<file path="config.mk">
export PLATFORM = sky130hd
export DESIGN_NAME = scale_pitch_quantizer_flat
export DESIGN_NICKNAME = d
export VERILOG_FILES = /design/src/sv/spq_pkg.sv /design/src/sv/spq_ifs.sv /design/src/sv/spq_cell.sv /design/src/sv/spq_fold.sv /design/src/sv/scale_pitch_quantizer.sv /design/src/flat_wrapper.sv
export SDC_FILE = /design/constraint.sdc
export NUM_CORES = 2
export LEC_CHECK = 0
export BUFFER_PORTS_ARGS = -buffer_cell sky130_fd_sc_hd__buf_4
export CAP_MARGIN = 20
export CELL_PAD_IN_SITES_DETAIL_PLACEMENT = 0
export CELL_PAD_IN_SITES_GLOBAL_PLACEMENT = 1
export CORE_MARGIN = 1.5
export CORE_UTILIZATION = 50
export CTS_BUF_LIST = sky130_fd_sc_hd__clkbuf_16
export DETAILED_ROUTE_END_ITERATION = 12
export GPL_TIMING_DRIVEN = 1
export PLACE_DENSITY_LB_ADDON = 0.12
export SYNTH_ARGS = -nofsm -noshare
export SYNTH_HDL_FRONTEND = slang
export SYNTH_SLANG_ARGS = --single-unit
</file>
<file path="constraint.sdc">
create_clock -name clk -period 13 [get_ports clk]
set_input_delay 0.65 -clock clk [delete_from_list [all_inputs] [get_ports clk]]
set_output_delay 0.65 -clock clk [all_outputs]
set_load 0.05 [all_outputs]
</file>
<file path="src/sv/spq_pkg.sv">
// ----------------------------------------------------------------------------
// Scale pitch quantizer package
// Shared widths, constants, command and status codes, and control types.
// ----------------------------------------------------------------------------
package spq_pkg;

  // Number of interval slots in the scale table.
  localparam int TABLE_DEPTH = 32;
  localparam int IDX_W       = (TABLE_DEPTH > 1) ? $clog2(TABLE_DEPTH) : 1;
  localparam int CNT_W       = $clog2(TABLE_DEPTH + 1);

  // Pitch format: 1/64 cent units, one octave is 76800 units.
  localparam int PITCH_W      = 24;
  localparam int FRAC_W       = 17;
  localparam int DIST_W       = 18;
  localparam int OCT_W        = 8;
  localparam int SUM_W        = 26;
  localparam int OCTAVE_UNITS = 76800;

  // Floor division by one octave. The biased value is always positive:
  // bias = 110 octaves - 2^23. The quotient is ((w >> 10) * M) >> 22 with
  // M = ceil(2^22 / 75), which is exact for every biased value in range.
  localparam int FOLD_W      = 25;
  localparam int FOLD_BIAS   = 59392;
  localparam int OCT_BIAS    = 110;
  localparam int PRE_SHIFT   = 10;
  localparam int X_W         = FOLD_W - PRE_SHIFT;
  localparam int RECIP_MULT  = 55925;
  localparam int RECIP_W     = 16;
  localparam int RECIP_SHIFT = 22;
  localparam int PROD_W      = 30;
  localparam int QUO_W       = 8;

  localparam logic signed [SUM_W-1:0] SUM_MAX = 26'sd8388607;
  localparam logic signed [SUM_W-1:0] SUM_MIN = -26'sd8388608;

  localparam logic signed [1:0] SHIFT_DN   = -2'sd1;
  localparam logic signed [1:0] SHIFT_NONE = 2'sd0;
  localparam logic signed [1:0] SHIFT_UP   = 2'sd1;

  typedef enum logic [1:0] {
    CMD_CLEAR = 2'd0,
    CMD_ADD   = 2'd1,
    CMD_QUANT = 2'd2
  } cmd_t;

  typedef enum logic [2:0] {
    STAT_QUANT   = 3'd0,
    STAT_PASS    = 3'd1,
    STAT_ADDED   = 3'd2,
    STAT_DUP     = 3'd3,
    STAT_FULL    = 3'd4,
    STAT_CLEARED = 3'd5,
    STAT_SAT     = 3'd6
  } status_t;

  typedef enum logic [1:0] {
    CELL_HOLD,
    CELL_ROTATE,
    CELL_INSERT
  } cell_op_t;

  typedef enum logic [2:0] {
    S_IDLE,
    S_FOLD,
    S_SEED,
    S_SCAN,
    S_INSERT,
    S_SCALE,
    S_SAT,
    S_EMIT
  } fsm_t;

  // Control word broadcast to every cell of the table.
  typedef struct packed {
    cell_op_t              op;
    logic [IDX_W-1:0]      pos;
    logic [FRAC_W-1:0]     value;
  } cell_ctrl_t;

endpackage

</file>
<file path="src/sv/spq_ifs.sv">
// ----------------------------------------------------------------------------
// Scale pitch quantizer channels
// Valid/ready request channels for incoming commands and outgoing results.
// ----------------------------------------------------------------------------
interface spq_in_if;
  logic               valid;
  logic               ready;
  logic [1:0]         cmd;
  logic signed [23:0] interval_value;
  logic signed [23:0] voltage_in;

  modport source (output valid, cmd, interval_value, voltage_in, input ready);
  modport sink   (input valid, cmd, interval_value, voltage_in, output ready);
endinterface

interface spq_out_if;
  logic               valid;
  logic               ready;
  logic signed [23:0] voltage_out;
  logic [4:0]         chosen_entry;
  logic signed [1:0]  octave_shift;
  logic [2:0]         status;
  logic [5:0]         entry_count;

  modport source (output valid, voltage_out, chosen_entry, octave_shift, status,
                  entry_count, input ready);
  modport sink   (input valid, voltage_out, chosen_entry, octave_shift, status,
                  entry_count, output ready);
endinterface

</file>
<file path="src/sv/spq_cell.sv">
// ----------------------------------------------------------------------------
// Scale table cell
// Holds one interval; rotates toward cell zero or shifts up on insertion.
// ----------------------------------------------------------------------------
module spq_cell
  import spq_pkg::*;
(
  input  logic              clk,
  input  cell_ctrl_t        ctrl,
  input  logic [IDX_W-1:0]  cell_idx,
  input  logic [FRAC_W-1:0] from_left,
  input  logic [FRAC_W-1:0] from_right,
  output logic [FRAC_W-1:0] entry
);

  logic [FRAC_W-1:0] entry_r;
  logic [FRAC_W-1:0] entry_nxt;

  always_comb begin
    entry_nxt = entry_r;
    case (ctrl.op)
      CELL_ROTATE: entry_nxt = from_right;
      CELL_INSERT: begin
        if (cell_idx == ctrl.pos) begin
          entry_nxt = ctrl.value;
        end else if (cell_idx > ctrl.pos) begin
          entry_nxt = from_left;
        end
      end
      default: entry_nxt = entry_r;
    endcase
  end

  always_ff @(posedge clk) begin
    entry_r <= entry_nxt;
  end

  assign entry = entry_r;

endmodule

</file>
<file path="src/sv/spq_fold.sv">
// ----------------------------------------------------------------------------
// Octave fold unit
// Two-stage floor division of a signed pitch by one octave.
// ----------------------------------------------------------------------------
module spq_fold
  import spq_pkg::*;
(
  input  logic                     clk,
  input  logic                     rst_n,
  input  logic                     start,
  input  logic signed [PITCH_W-1:0] value,
  output logic                     done,
  output logic signed [OCT_W-1:0]  oct,
  output logic [FRAC_W-1:0]        frac
);

  logic [FOLD_W-1:0]       w;
  logic [PROD_W-1:0]       prod;
  logic [FOLD_W-1:0]       w_r;
  logic [PROD_W-1:0]       prod_r;
  logic                    s1_r;
  logic                    done_r;
  logic [QUO_W-1:0]        quo;
  logic [FOLD_W-1:0]       rem;
  logic signed [OCT_W-1:0] oct_r;
  logic [FRAC_W-1:0]       frac_r;

  // Flipping the sign bit gives the value plus 2^23 as an unsigned number;
  // adding the rest of the bias makes it a whole number of octaves above the
  // input. The biased value never goes negative, so plain unsigned math is
  // exact.
  assign w    = FOLD_W'({~value[PITCH_W-1], value[PITCH_W-2:0]}) + FOLD_W'(FOLD_BIAS);
  assign prod = PROD_W'(w[FOLD_W-1:PRE_SHIFT] * RECIP_W'(RECIP_MULT));
  assign quo  = prod_r[RECIP_SHIFT +: QUO_W];
  assign rem  = w_r - FOLD_W'(FOLD_W'(quo) * FOLD_W'(OCTAVE_UNITS));

  always_ff @(posedge clk) begin
    if (!rst_n) begin
      s1_r   <= 1'b0;
      done_r <= 1'b0;
    end else begin
      s1_r   <= start;
      done_r <= s1_r;
    end
  end

  always_ff @(posedge clk) begin
    w_r    <= w;
    prod_r <= prod;
    if (s1_r) begin
      oct_r  <= $signed(quo) - OCT_W'(OCT_BIAS);
      frac_r <= rem[FRAC_W-1:0];
    end
  end

  assign done = done_r;
  assign oct  = oct_r;
  assign frac = frac_r;

endmodule

</file>
<file path="src/sv/scale_pitch_quantizer.sv">
// ----------------------------------------------------------------------------
// Scale pitch quantizer
// Snaps a 1 V/octave pitch to the nearest interval of a programmable scale.
// ----------------------------------------------------------------------------
//
//   Channel   Dir   Handshake      Payload
//   in_ch     in    valid/ready    cmd, interval_value, voltage_in
//   out_ch    out   valid/ready    voltage_out, chosen_entry, octave_shift,
//                                  status, entry_count
//
// A clear, or a quantize request on an empty table, goes from acceptance
// straight to the emit state. An add runs through fold, seed (only into an
// empty table, to seed unison), scan, insert and emit; a quantize through
// fold, scan, scale, saturate and emit. In the scan the row of cells rotates
// one place per cycle through the single distance evaluator at cell zero, a
// full turn per scan, so the table ends in its original order.
// Reset is synchronous and active low; it empties the table. The contents of
// the cells are not cleared. A new request is taken while a finished result
// still waits in the output register; a stalled output only holds the block
// in its final state until the register frees up.
// ----------------------------------------------------------------------------
module scale_pitch_quantizer
  import spq_pkg::*;
(
  input  logic       clk,
  input  logic       rst_n,
  spq_in_if.sink     in_ch,
  spq_out_if.source  out_ch
);

  localparam logic [IDX_W-1:0] SCAN_LAST = IDX_W'(TABLE_DEPTH - 1);
  localparam logic [CNT_W-1:0] CNT_FULL  = CNT_W'(TABLE_DEPTH);

  fsm_t state_r;
  fsm_t state_nxt;

  // Table row.
  cell_ctrl_t        cell_ctrl;
  logic [FRAC_W-1:0] cell_val [TABLE_DEPTH];

  // Fold unit.
  logic                     fold_start;
  logic signed [PITCH_W-1:0] fold_value;
  logic                     fold_done;
  logic signed [OCT_W-1:0]  fold_oct;
  logic [FRAC_W-1:0]        fold_frac;

  // Control and scan state.
  logic [CNT_W-1:0]  count_r,   count_nxt;
  logic              is_add_r,  is_add_nxt;
  logic              seeded_r,  seeded_nxt;
  logic [IDX_W-1:0]  scan_r,    scan_nxt;
  logic              found_r,   found_nxt;
  logic              dup_r,     dup_nxt;
  logic [IDX_W-1:0]  pos_r,     pos_nxt;
  logic              bvalid_r,  bvalid_nxt;
  logic [DIST_W-1:0] bdist_r,   bdist_nxt;
  logic [IDX_W-1:0]  bidx_r,    bidx_nxt;
  logic signed [1:0] bshift_r,  bshift_nxt;
  logic [FRAC_W-1:0] bval_r,    bval_nxt;
  logic signed [SUM_W-1:0] base_r, base_nxt;

  // Staged result.
  logic signed [PITCH_W-1:0] res_vout_r,   res_vout_nxt;
  logic [IDX_W-1:0]          res_chosen_r, res_chosen_nxt;
  logic signed [1:0]         res_shift_r,  res_shift_nxt;
  status_t                   res_status_r, res_status_nxt;

  // Output register.
  logic                      out_valid_r,  out_valid_nxt;
  logic signed [PITCH_W-1:0] out_vout_r,   out_vout_nxt;
  logic [4:0]                out_chosen_r, out_chosen_nxt;
  logic signed [1:0]         out_shift_r,  out_shift_nxt;
  logic [2:0]                out_status_r, out_status_nxt;
  logic [5:0]                out_count_r,  out_count_nxt;

  // Evaluator signals.
  logic                in_tab;
  logic [FRAC_W-1:0]   head;
  logic [DIST_W:0]     f19, e19, u19;
  logic [DIST_W-1:0]   d_dn, d_same, d_up;
  logic [DIST_W-1:0]   loc_dist;
  logic signed [1:0]   loc_shift;
  logic [IDX_W-1:0]    ins_pos;
  logic signed [8:0]   sh_oct;
  logic signed [SUM_W-1:0] sum;
  logic                slot_free;
  logic                accept;

  // --------------------------------------------------------------------------
  // Row of cells. Rotation moves every entry one place toward cell zero,
  // with cell zero wrapping to the far end; insertion shifts entries at and
  // above the insert point one place up.
  // --------------------------------------------------------------------------
  for (genvar i = 0; i < TABLE_DEPTH; i++) begin : g_cell
    spq_cell u_cell (
      .clk        (clk),
      .ctrl       (cell_ctrl),
      .cell_idx   (IDX_W'(i)),
      .from_left  (cell_val[(i + TABLE_DEPTH - 1) % TABLE_DEPTH]),
      .from_right (cell_val[(i + 1) % TABLE_DEPTH]),
      .entry      (cell_val[i])
    );
  end

  spq_fold u_fold (
    .clk   (clk),
    .rst_n (rst_n),
    .start (fold_start),
    .value (fold_value),
    .done  (fold_done),
    .oct   (fold_oct),
    .frac  (fold_frac)
  );

  assign accept     = in_ch.valid && in_ch.ready;
  assign slot_free  = !out_valid_r || out_ch.ready;
  // Only adds and quantizes start the fold; a stray done pulse from a quantize
  // on an empty table ends before the next request can reach the fold wait.
  assign fold_start = accept && (in_ch.cmd == CMD_ADD || in_ch.cmd == CMD_QUANT);
  assign fold_value = (in_ch.cmd == CMD_ADD) ? in_ch.interval_value : in_ch.voltage_in;

  // --------------------------------------------------------------------------
  // Distance evaluator at the head of the row. The entry is tried one octave
  // down, in the same octave and one octave up; the first of equal distances
  // wins, matching the order in which candidates are considered.
  // --------------------------------------------------------------------------
  assign head   = cell_val[0];
  assign in_tab = CNT_W'(scan_r) < count_r;
  assign f19    = (DIST_W + 1)'(fold_frac);
  assign e19    = (DIST_W + 1)'(head);
  assign u19    = (DIST_W + 1)'(OCTAVE_UNITS);
  assign d_dn   = DIST_W'(f19 + u19 - e19);
  assign d_same = (f19 >= e19) ? DIST_W'(f19 - e19) : DIST_W'(e19 - f19);
  assign d_up   = DIST_W'(e19 + u19 - f19);

  always_comb begin
    if (d_dn <= d_same && d_dn <= d_up) begin
      loc_dist  = d_dn;
      loc_shift = SHIFT_DN;
    end else if (d_same <= d_up) begin
      loc_dist  = d_same;
      loc_shift = SHIFT_NONE;
    end else begin
      loc_dist  = d_up;
      loc_shift = SHIFT_UP;
    end
  end

  // An interval not below any entry lands just past the last one.
  assign ins_pos = found_r ? pos_r : IDX_W'(count_r);
  assign sh_oct  = 9'(fold_oct) + 9'(bshift_r);
  assign sum     = base_r + $signed(SUM_W'(bval_r));

  // --------------------------------------------------------------------------
  // Next state.
  // --------------------------------------------------------------------------
  always_comb begin
    state_nxt = state_r;
    case (state_r)
      S_IDLE: begin
        if (in_ch.valid) begin
          case (in_ch.cmd)
            CMD_CLEAR: state_nxt = S_EMIT;
            CMD_ADD:   state_nxt = S_FOLD;
            CMD_QUANT: state_nxt = (count_r == '0) ? S_EMIT : S_FOLD;
            default:   state_nxt = S_IDLE;
          endcase
        end
      end
      S_FOLD: begin
        if (fold_done) begin
          state_nxt = (is_add_r && count_r == '0) ? S_SEED : S_SCAN;
        end
      end
      S_SEED: state_nxt = S_SCAN;
      S_SCAN: begin
        if (scan_r == SCAN_LAST) begin
          state_nxt = is_add_r ? S_INSERT : S_SCALE;
        end
      end
      S_INSERT: state_nxt = S_EMIT;
      S_SCALE:  state_nxt = S_SAT;
      S_SAT:    state_nxt = S_EMIT;
      S_EMIT: begin
        if (slot_free) begin
          state_nxt = S_IDLE;
        end
      end
      default: state_nxt = S_IDLE;
    endcase
  end

  // --------------------------------------------------------------------------
  // Outputs and datapath.
  // --------------------------------------------------------------------------
  always_comb begin
    in_ch.ready     = (state_r == S_IDLE);
    cell_ctrl.op    = CELL_HOLD;
    cell_ctrl.pos   = '0;
    cell_ctrl.value = '0;

    count_nxt      = count_r;
    is_add_nxt     = is_add_r;
    seeded_nxt     = seeded_r;
    scan_nxt       = scan_r;
    found_nxt      = found_r;
    dup_nxt        = dup_r;
    pos_nxt        = pos_r;
    bvalid_nxt     = bvalid_r;
    bdist_nxt      = bdist_r;
    bidx_nxt       = bidx_r;
    bshift_nxt     = bshift_r;
    bval_nxt       = bval_r;
    base_nxt       = base_r;
    res_vout_nxt   = res_vout_r;
    res_chosen_nxt = res_chosen_r;
    res_shift_nxt  = res_shift_r;
    res_status_nxt = res_status_r;

    out_valid_nxt  = out_valid_r && !out_ch.ready;
    out_vout_nxt   = out_vout_r;
    out_chosen_nxt = out_chosen_r;
    out_shift_nxt  = out_shift_r;
    out_status_nxt = out_status_r;
    out_count_nxt  = out_count_r;

    case (state_r)
      S_IDLE: begin
        if (accept) begin
          is_add_nxt     = (in_ch.cmd == CMD_ADD);
          seeded_nxt     = 1'b0;
          scan_nxt       = '0;
          found_nxt      = 1'b0;
          dup_nxt        = 1'b0;
          pos_nxt        = '0;
          bvalid_nxt     = 1'b0;
          res_vout_nxt   = '0;
          res_chosen_nxt = '0;
          res_shift_nxt  = SHIFT_NONE;
          if (in_ch.cmd == CMD_CLEAR) begin
            count_nxt      = '0;
            res_status_nxt = STAT_CLEARED;
          end else if (in_ch.cmd == CMD_QUANT && count_r == '0) begin
            res_vout_nxt   = in_ch.voltage_in;
            res_status_nxt = STAT_PASS;
          end
        end
      end
      S_SEED: begin
        // Unison goes in first whenever an add finds the table empty.
        cell_ctrl.op    = CELL_INSERT;
        cell_ctrl.pos   = '0;
        cell_ctrl.value = '0;
        count_nxt       = CNT_W'(1);
        seeded_nxt      = 1'b1;
      end
      S_SCAN: begin
        cell_ctrl.op = CELL_ROTATE;
        scan_nxt     = scan_r + 1'b1;
        if (in_tab) begin
          if (is_add_r) begin
            if (!found_r && head >= fold_frac) begin
              found_nxt = 1'b1;
              pos_nxt   = scan_r;
              dup_nxt   = (head == fold_frac);
            end
          end else if (!bvalid_r || loc_dist < bdist_r) begin
            bvalid_nxt = 1'b1;
            bdist_nxt  = loc_dist;
            bidx_nxt   = scan_r;
            bshift_nxt = loc_shift;
            bval_nxt   = head;
          end
        end
      end
      S_INSERT: begin
        if (found_r && dup_r) begin
          // A zero interval on the first add matches the seeded unison.
          res_status_nxt = seeded_r ? STAT_ADDED : STAT_DUP;
          res_chosen_nxt = pos_r;
        end else if (count_r == CNT_FULL) begin
          res_status_nxt = STAT_FULL;
          res_chosen_nxt = '0;
        end else begin
          cell_ctrl.op    = CELL_INSERT;
          cell_ctrl.pos   = ins_pos;
          cell_ctrl.value = fold_frac;
          count_nxt       = count_r + 1'b1;
          res_status_nxt  = STAT_ADDED;
          res_chosen_nxt  = ins_pos;
        end
      end
      S_SCALE: begin
        base_nxt = SUM_W'(sh_oct) * SUM_W'(OCTAVE_UNITS);
      end
      S_SAT: begin
        res_chosen_nxt = bidx_r;
        res_shift_nxt  = bshift_r;
        if (sum > SUM_MAX) begin
          res_vout_nxt   = PITCH_W'(SUM_MAX);
          res_status_nxt = STAT_SAT;
        end else if (sum < SUM_MIN) begin
          res_vout_nxt   = PITCH_W'(SUM_MIN);
          res_status_nxt = STAT_SAT;
        end else begin
          res_vout_nxt   = PITCH_W'(sum);
          res_status_nxt = STAT_QUANT;
        end
      end
      S_EMIT: begin
        if (slot_free) begin
          out_valid_nxt  = 1'b1;
          out_vout_nxt   = res_vout_r;
          out_chosen_nxt = 5'(res_chosen_r);
          out_shift_nxt  = res_shift_r;
          out_status_nxt = res_status_r;
          out_count_nxt  = 6'(count_r);
        end
      end
      default: begin
      end
    endcase
  end

  always_ff @(posedge clk) begin
    if (!rst_n) begin
      state_r     <= S_IDLE;
      count_r     <= '0;
      out_valid_r <= 1'b0;
      is_add_r    <= 1'b0;
      seeded_r    <= 1'b0;
      scan_r      <= '0;
      found_r     <= 1'b0;
      dup_r       <= 1'b0;
      bvalid_r    <= 1'b0;
    end else begin
      state_r     <= state_nxt;
      count_r     <= count_nxt;
      out_valid_r <= out_valid_nxt;
      is_add_r    <= is_add_nxt;
      seeded_r    <= seeded_nxt;
      scan_r      <= scan_nxt;
      found_r     <= found_nxt;
      dup_r       <= dup_nxt;
      bvalid_r    <= bvalid_nxt;
    end
  end

  always_ff @(posedge clk) begin
    pos_r        <= pos_nxt;
    bdist_r      <= bdist_nxt;
    bidx_r       <= bidx_nxt;
    bshift_r     <= bshift_nxt;
    bval_r       <= bval_nxt;
    base_r       <= base_nxt;
    res_vout_r   <= res_vout_nxt;
    res_chosen_r <= res_chosen_nxt;
    res_shift_r  <= res_shift_nxt;
    res_status_r <= res_status_nxt;
    out_vout_r   <= out_vout_nxt;
    out_chosen_r <= out_chosen_nxt;
    out_shift_r  <= out_shift_nxt;
    out_status_r <= out_status_nxt;
    out_count_r  <= out_count_nxt;
  end

  assign out_ch.valid        = out_valid_r;
  assign out_ch.voltage_out  = out_vout_r;
  assign out_ch.chosen_entry = out_chosen_r;
  assign out_ch.octave_shift = out_shift_r;
  assign out_ch.status       = out_status_r;
  assign out_ch.entry_count  = out_count_r;

`ifndef SYNTH
  a_count_bound: assert property (@(posedge clk) disable iff (!rst_n)
    count_r <= CNT_FULL)
    else $error("table count beyond depth");

  a_full_turn: assert property (@(posedge clk) disable iff (!rst_n)
    (state_r == S_SCAN && state_nxt != S_SCAN) |-> scan_r == SCAN_LAST)
    else $error("scan left before the table made a full turn");

  a_count_step: assert property (@(posedge clk) disable iff (!rst_n)
    (count_r != $past(count_r)) |->
      (count_r == '0 || count_r == $past(count_r) + 1'b1))
    else $error("table count moved by other than one or a clear");

  a_emit_only: assert property (@(posedge clk) disable iff (!rst_n)
    $rose(out_valid_r) |-> $past(state_r) == S_EMIT)
    else $error("result presented outside the emit state");
`endif

endmodule

</file>
<file path="src/flat_wrapper.sv">
// flat-port wrapper written by rule: the top's interface ports become plain ports
module scale_pitch_quantizer_flat import spq_pkg::*;
  (clk, rst_n, in_ch_valid, in_ch_cmd, in_ch_interval_value, in_ch_voltage_in, in_ch_ready, out_ch_valid, out_ch_voltage_out, out_ch_chosen_entry, out_ch_octave_shift, out_ch_status, out_ch_entry_count, out_ch_ready);
  spq_in_if in_ch_i ();
  spq_out_if out_ch_i ();
  input  logic clk;
  input  logic rst_n;
  input wire logic [$bits(in_ch_i.valid)-1:0] in_ch_valid;
  input wire logic [$bits(in_ch_i.cmd)-1:0] in_ch_cmd;
  input wire logic [$bits(in_ch_i.interval_value)-1:0] in_ch_interval_value;
  input wire logic [$bits(in_ch_i.voltage_in)-1:0] in_ch_voltage_in;
  output wire logic [$bits(in_ch_i.ready)-1:0] in_ch_ready;
  output wire logic [$bits(out_ch_i.valid)-1:0] out_ch_valid;
  output wire logic [$bits(out_ch_i.voltage_out)-1:0] out_ch_voltage_out;
  output wire logic [$bits(out_ch_i.chosen_entry)-1:0] out_ch_chosen_entry;
  output wire logic [$bits(out_ch_i.octave_shift)-1:0] out_ch_octave_shift;
  output wire logic [$bits(out_ch_i.status)-1:0] out_ch_status;
  output wire logic [$bits(out_ch_i.entry_count)-1:0] out_ch_entry_count;
  input wire logic [$bits(out_ch_i.ready)-1:0] out_ch_ready;
  assign in_ch_i.valid = in_ch_valid;
  assign in_ch_i.cmd = in_ch_cmd;
  assign in_ch_i.interval_value = in_ch_interval_value;
  assign in_ch_i.voltage_in = in_ch_voltage_in;
  assign in_ch_ready = in_ch_i.ready;
  assign out_ch_valid = out_ch_i.valid;
  assign out_ch_voltage_out = out_ch_i.voltage_out;
  assign out_ch_chosen_entry = out_ch_i.chosen_entry;
  assign out_ch_octave_shift = out_ch_i.octave_shift;
  assign out_ch_status = out_ch_i.status;
  assign out_ch_entry_count = out_ch_i.entry_count;
  assign out_ch_i.ready = out_ch_ready;
  scale_pitch_quantizer u_core (.clk(clk), .rst_n(rst_n), .in_ch(in_ch_i), .out_ch(out_ch_i));
endmodule
</file>
Word level (Yosys, flattened, before mapping)
Cells that the tools add are included.
{"block": "word_totals", "romBits": 0, "out_inout_bits": 42, "latchBits": 0, "ff_bits": 775, "ramBits": 0, "memories": 0}
{"block": "classes", "n_reduce_logical": 70, "n_mux": 162, "mul": 3, "shift": 0, "n_bitwise": 2, "n_addsub": 13, "eq_ne": 91, "div_mod_pow": 0, "n_lt_le_gt_ge": 41}
{"operator": "two-way mux 17 bit", "count": 64}
{"operator": "one-hot mux 17 bit (2 select lines)", "count": 32}
{"operator": "two-way mux 24 bit", "count": 8}
{"operator": "!= test 3 bit (second input constant)", "count": 33}
{"operator": "equality test 5 bit (first input constant)", "count": 16}
{"operator": "greater-than comparator 5 bit (first input constant)", "count": 16}
{"operator": "AND reduction 2 bit", "count": 38}
{"operator": "<= comparator 18 bit", "count": 3}
{"operator": "two-way mux 18 bit", "count": 3}
{"operator": "one-hot mux 24 bit (2 select lines)", "count": 1}
{"operator": "equality test 4 x 5 -> 1 bit (first input constant)", "count": 8}
{"operator": "greater-than comparator 4 x 5 -> 1 bit (first input constant)", "count": 8}
{"operator": "adder 17 x 17 -> 18 bit (second input constant)", "count": 2}
{"operator": "two-way mux 3 bit", "count": 12}
{"operator": "subtractor 17 x 17 -> 18 bit", "count": 2}
{"operator": "subtractor 18 x 17 -> 18 bit", "count": 2}
{"operator": "two-way mux 5 bit", "count": 7}
{"operator": ">= comparator 17 bit", "count": 2}
{"operator": "multiplier 15 x 16 -> 30 bit (second input constant)", "count": 1}
{"operator": "adder 26 x 18 -> 26 bit", "count": 1}
{"operator": "greater-than comparator 26 x 24 -> 1 bit (second input constant)", "count": 1}
{"operator": "< comparator 26 x 24 -> 1 bit (second input constant)", "count": 1}
{"operator": "adder 24 x 16 -> 25 bit (second input constant)", "count": 1}
{"operator": "two-way mux 6 bit", "count": 4}
{"operator": "50 further kinds", "count": 116}

Longest topological paths before layout
{"block": "logic_depth", "word_depth": 11, "ltp_mapped": 40, "depth_no_buf": 40}

Hierarchy
A second synthesis with hierarchy kept.
{"block": "hier_totals", "cells_unflattened": 5801, "hier_area_um2": 57920.6}
{"module": "spq_cell (u_core.g_cell[0].u_cell ...)", "area_per_inst_um2": 1183.6, "cells_per_inst": 119, "instances": 21}
{"module": "scale_pitch_quantizer", "area_per_inst_um2": 13869.6, "cells_per_inst": 1395, "instances": 1}
{"module": "spq_cell (u_core.g_cell[29].u_cell ...)", "area_per_inst_um2": 1149.9, "cells_per_inst": 119, "instances": 11}
{"module": "spq_fold", "area_per_inst_um2": 6546.3, "cells_per_inst": 598, "instances": 1}

Worst setup path before layout
Ideal clock, no wire load.
{"block": "synth_path", "path_type": "register -> register", "startpoint": "reg u_core.u_fold.frac_r[16], in the netlist u_core.u_fold.frac[16]", "endpoint": "reg u_core.bdist_r[0], enable pin", "synth_period_minus_slack_ns": 9.281, "stages_incl_launch_ff": 37, "n_path_buf": 5, "path_slack_ns": 3.719, "arrival_ns": 8.771, "path_cell_list": "edfxtp_1 -> clkbuf_1 -> inv_1 -> clkbuf_1 -> ha_1 -> and4_1 -> buf_6 -> o31a_1 -> or3_1 -> buf_4 -> buf_1 -> a221oi_1 -> o21ai_0 -> a31o_2 -> ha_1 -> nand4_1 -> or2_2 -> nor2_1 -> nand2_1 -> a2111oi_0 -> a2111oi_0 -> o2111a_1 -> nor2_1 -> inv_1 -> a21oi_1 -> mux2i_1 -> ha_1 -> a21boi_0 -> o21a_1 -> o21a_1 -> o21a_1 -> o21ai_0 -> a21oi_1 -> o21a_1 -> o21ai_0 -> a31oi_1 -> o32ai_1"}
{"block": "synth_between", "elab_chain_len": 8, "word_cells_on_any_way": 16, "cone_classes": "5 x add/sub; 5 x order compare; 3 x mux; 3 x reduce/logical"}
{"element": "from (decl)", "line": "spq_fold.sv:26", "source": "logic [FRAC_W-1:0] frac_r;"}
{"element": "from (signal assigned)", "line": "spq_fold.sv:52", "source": "frac_r <= rem[FRAC_W-1:0];"}
{"element": "adder 17 x 17 -> 18 bit, or another cell as far along", "line": "scale_pitch_quantizer.sv:133", "source": "assign d_dn = DIST_W'(f19 + u19 - e19);"}
{"element": "subtractor 18 x 17 -> 18 bit or two-way mux 18 bit (tied branches)", "line": "scale_pitch_quantizer.sv:133, scale_pitch_quantizer.sv:134"}
{"element": "<= comparator 18 bit, on equally long branches", "line": "scale_pitch_quantizer.sv:138, scale_pitch_quantizer.sv:141"}
{"element": "logical AND 1 bit or two-way mux 18 bit (tied branches)", "line": "scale_pitch_quantizer.sv:138, scale_pitch_quantizer.sv:141"}
{"element": "two-way mux 18 bit (*)", "line": "scale_pitch_quantizer.sv:138", "source": "if (d_dn <= d_same && d_dn <= d_up) begin"}
{"element": "via u_core.loc_dist[1]", "line": "scale_pitch_quantizer.sv:82", "source": "logic [DIST_W-1:0] loc_dist;"}
{"element": "< comparator 18 bit (*)", "line": "scale_pitch_quantizer.sv:268", "source": "end else if (!bvalid_r || loc_dist < bdist_r) begin"}
{"element": "logical OR 1 bit (*)", "line": "scale_pitch_quantizer.sv:268"}
{"element": "AND reduction 4 bit (no source line) (*)"}
{"element": "to (signal assigned)", "line": "scale_pitch_quantizer.sv:352", "source": "bdist_r <= bdist_nxt;"}
{"element": "to (decl)", "line": "scale_pitch_quantizer.sv:57", "source": "logic [DIST_W-1:0] bdist_r, bdist_nxt;"}
The timed path passes the listed nets; every way through them passes the cells marked *.
A chain may end at the register's enable or synchronous reset.

Worst setup path in the final report
{"block": "layout_path", "startpoint": "reg u_core.u_fold.frac_r[4], in the netlist u_core.u_fold.frac[4]", "endpoint": "reg u_core.bval_r[12], enable pin"}
{"block": "layout_between", "elab_chain_len": 8, "word_cells_on_any_way": 16, "cone_classes": "5 x add/sub; 5 x order compare; 3 x mux; 3 x reduce/logical"}
{"element": "adder 17 x 17 -> 18 bit, or another cell as far along", "line": "scale_pitch_quantizer.sv:133"}
{"element": "subtractor 18 x 17 -> 18 bit or two-way mux 18 bit (tied branches)", "line": "scale_pitch_quantizer.sv:133, scale_pitch_quantizer.sv:134"}
{"element": "<= comparator 18 bit, on equally long branches", "line": "scale_pitch_quantizer.sv:138, scale_pitch_quantizer.sv:141"}
{"element": "logical AND 1 bit or two-way mux 18 bit (tied branches)", "line": "scale_pitch_quantizer.sv:138, scale_pitch_quantizer.sv:141"}
{"element": "two-way mux 18 bit (*)", "line": "scale_pitch_quantizer.sv:138"}
{"element": "via u_core.loc_dist[1]", "line": "scale_pitch_quantizer.sv:82"}
{"element": "< comparator 18 bit (*)", "line": "scale_pitch_quantizer.sv:268"}
{"element": "logical OR 1 bit (*)", "line": "scale_pitch_quantizer.sv:268"}
{"element": "AND reduction 4 bit (no source line) (*)"}
{"element": "to (signal assigned)", "line": "scale_pitch_quantizer.sv:355", "source": "bval_r <= bval_nxt;"}
{"element": "to (decl)", "line": "scale_pitch_quantizer.sv:60", "source": "logic [FRAC_W-1:0] bval_r, bval_nxt;"}
Marks and branches as above.

==> flow_summary.toml <==
[grt]
grt_max_degree = 239
grt-ovfl-total = 0
grt_usage_pct = 30.2
grt_pass1_vias = 35200
grt_pass1_wl_um = 222000
antenna_found_initial = 4

[finish]
multiInputGateArea_mm2 = 0.0233
drive_above_1_share_pct = 8.10
diodes = 0
fin_cells = 6231
fin_area_mm2 = 0.0527
area_delta_synth_final_pct = 10.7
regArea_mm2 = 0.0221
fillerInstances = 8477
final_nets = 5440

[critical_path]
cp_slowest_stage_delay_ps = 750
critPathMaxFanout = 26
path_delay_family = "compound AO/OA/AOI/OAI gates"
worst-path-buf-inv = 5
worstSetupStartpointType = "register"
crit_arrival_ps = 10440
critPathMostFrequentCell = "o21a_1"
cp_slowest_cell = "nor4_1"
worstPathRequired_ps = 13310
worst-setup-path-type = "register to register"
critPathCaptureType = "register"

[floorplan]
die_w_um = 312
start_util_pct = 50.7
rows = 112
io_pins = 96
design.core.area_mm2 = 0.0939
die_y_um = 312
design.die.area_mm2 = 0.0971

[sta]
hold_viol = 0
finClkSkew_ps = 27.1
min_period_ps = 10130
worst_slew_pin_slew_ps = 1130
fin_ws_ps = 2870
slew_violations = 0
fin_crit_sh_pct = 78.0
max_freq_ghz = 0.0987
rsz0062_at_grt = "false"
fin_setup_tns_ps = 0
worst_hold_slack_ps = 221
setup_violations = 0
relSlewSlack_pct = 24.1

[clock_network]
cts_tree = "built"
clk_pin_slew_ps = 60
numCtsBuffers = 86
clock_latency_ps = 650
cts_setup_buffers = 0
cts_root_buf = "clkbuf_16"
clk_path_buf_depth = 3
htreeDepth = 3
cts.sinks = 753
ctsHoldBuffers = 0
cts_resized = 0

[place]
place_area_mm2 = 0.0497
hpwlAfterDp_um = 107000
post-place-ws_ps = 3030
dp_cells = 6067
portBuffers = 95
gp_congestion = 0.960

[outcome]
outcome = "finished clean"

[synth]
async_flop_share_pct = 0
ys_seq_area_share_pct = 46.5
synthTopCellsByArea = "edfxtp_1, a21oi_1, ha_1, nor2_1, fa_1"
synth_top_area_share_pct = 44.5
yosysMostFrequentCell = "nor2_1"
synth.yosys.warnings = 0
netlist_area_mm2 = 0.0476
synthTopCellsByCount = "nor2_1, a21oi_1, edfxtp_1"
synth-seq-cells = 753
syn_inst = 4910
synth_cell_types = 77
synth_top_area_cell = "edfxtp_1"
ys.flop_type = "edfxtp_1"
syn_nets = 5438
synth-edff-count = 706
avgSynthCellArea_um2 = 9.70

[drt]
drt_first_pass_iters = 6
drtIter0Drc = 3891
drt-total-wl_um = 149000
drcViolationCount = 0
routed_via_density = 5.86
drtAntennaViolNets = 0
via_count = 36500
wire_per_inst_um = 23.9

[pwr]
seq_power_share_pct = 28.1
p_comb_share_pct = 57.2
ir_drop_mv = 0.476
p_leak_uw = 0.0206
switching_power_uw = 7170
p_int_uw = 9290
powerDensity_mw_per_mm2 = 312
clockPowerShare_pct = 14.8
swShare_pct = 43.5

[run]
cap_viol_max_count = 0

[min_path]
hold_path_class = "input port to register"
## through the flow
stage | utilization, % | power [µW]
final | 56.2 | 16500
after global routing | 56.2 | 17800
after global placement | 52.9 | 13800
after CTS | 55.9 | 16400
after floorplan | - | 11300
after detailed placement | 53.0 | 13900
## power groups by stage
stage / clock (µW) / sequential (µW) / combinational, µW
finish: 2430 / 4620 / 9410
global route: 2550 / 4680 / 10600
CTS: 2460 / 4600 / 9370
detailed placement: 0 / 4640 / 9290
global placement: 0 / 4630 / 9210
floorplan: 0 / 4420 / 6900
## metal layers
layer | global-route usage, % | wire [µm] | part of all wire (%) | up-vias
li1 | - | - | - | 17200
met1 | 42.6 | 66000 | 44 | 17800
met2 | 47.3 | 67500 | 45 | 1324
met3 | 6.42 | 11800 | 7.9 | 199
met4 | 7.59 | 3730 | 2.5 | 2
met5 | 0 | 13 | 0.0087 | -
## worst paths after layout
check	startpoint	end	slack, ps	cells past startpoint
min reg2reg	u_core.res_shift_r[1]$_SDFFCE_PN0P_	u_core.out_ch.octave_shift[1]$_DFFE_PP_	420	0
max	u_core.u_fold.frac[4]$_DFFE_PP_	u_core.bval_r[12]$_DFFE_PP_	2870	36
min	in_ch_interval_value[7]	u_core.u_fold.w_r[7]$_DFF_P_	220	2
max reg2reg	u_core.u_fold.frac[4]$_DFFE_PP_	u_core.bval_r[12]$_DFFE_PP_	2870	36
## layout make-up
cell class | count | share of cell area, %
Multi-Input combinational cell | 3546 | 44.3
Sequential cell | 753 | 42.0
Clock buffer | 89 | 4.22
Timing Repair Buffer | 200 | 3.21
Tap cell | 1254 | 2.98
Inverter | 325 | 2.31
Clock inverter | 64 | 0.999
## kinds of logic (layout without fill, tap and decap cells)
kind of cell	Yosys count	count (layout)	share of synthesized area, %
xor gates and xnor gates	125	125	2.36
AOI/OAI and AO/OA	1338	1338	15.3
adders and majority gates	474	474	14.6
DFF	753	753	46.5
and+or+nand+nor	1415	1415	12.1
buffers and inverters	611	678	4.91
muxes	194	194	4.22
## placed cells by master (no fill, tap or decap), drive strengths merged, types with 6 or more instances in the layout
cell        n
a2111oi     6
a211oi      6
a21boi      8
a21o       44
a21oi    1065
a22oi      27
a31oi      17
a32oi       6
and2       17
and3       12
buf       199
bufinv      8
clkbuf     90
clkinv     31
dfxtp      47
edfxtp    706
fa        138
ha        336
inv       347
mux2       28
mux2i     166
nand2     160
nand2b     13
nand3      33
nand4      15
nor2     1074
nor2b      27
nor3       28
o21a       21
o21ai      73
o21bai     18
or2         8
or3         7
xnor2      86
xor2       37
## state kept, by name, indices dropped and copies added (netlist names), 2 cells and up
name and cells:
u_core.scan_r 5, u_core.u_fold.frac 17, u_core.res_shift_r 2, u_core.out_ch.entry_count 6
u_core.g_cell.u_cell.entry 544, u_core.u_fold.prod_r 10, u_core.count_r 6, u_core.pos_r 5
u_core.out_ch.chosen_entry 5, u_core.bval_r 17, u_core.res_status_r 3, u_core.bidx_r 5
u_core.bshift_r 2, u_core.u_fold.w_r 15, u_core.out_ch.octave_shift 2, u_core.base_r 16
u_core.bdist_r 18, u_core.res_vout_r 24, u_core.res_chosen_r 5, u_core.state_r 3
u_core.out_ch.voltage_out 24, u_core.u_fold.oct 8, u_core.out_ch.status 3
Note: power is estimated with default switching activity, not from simulation.
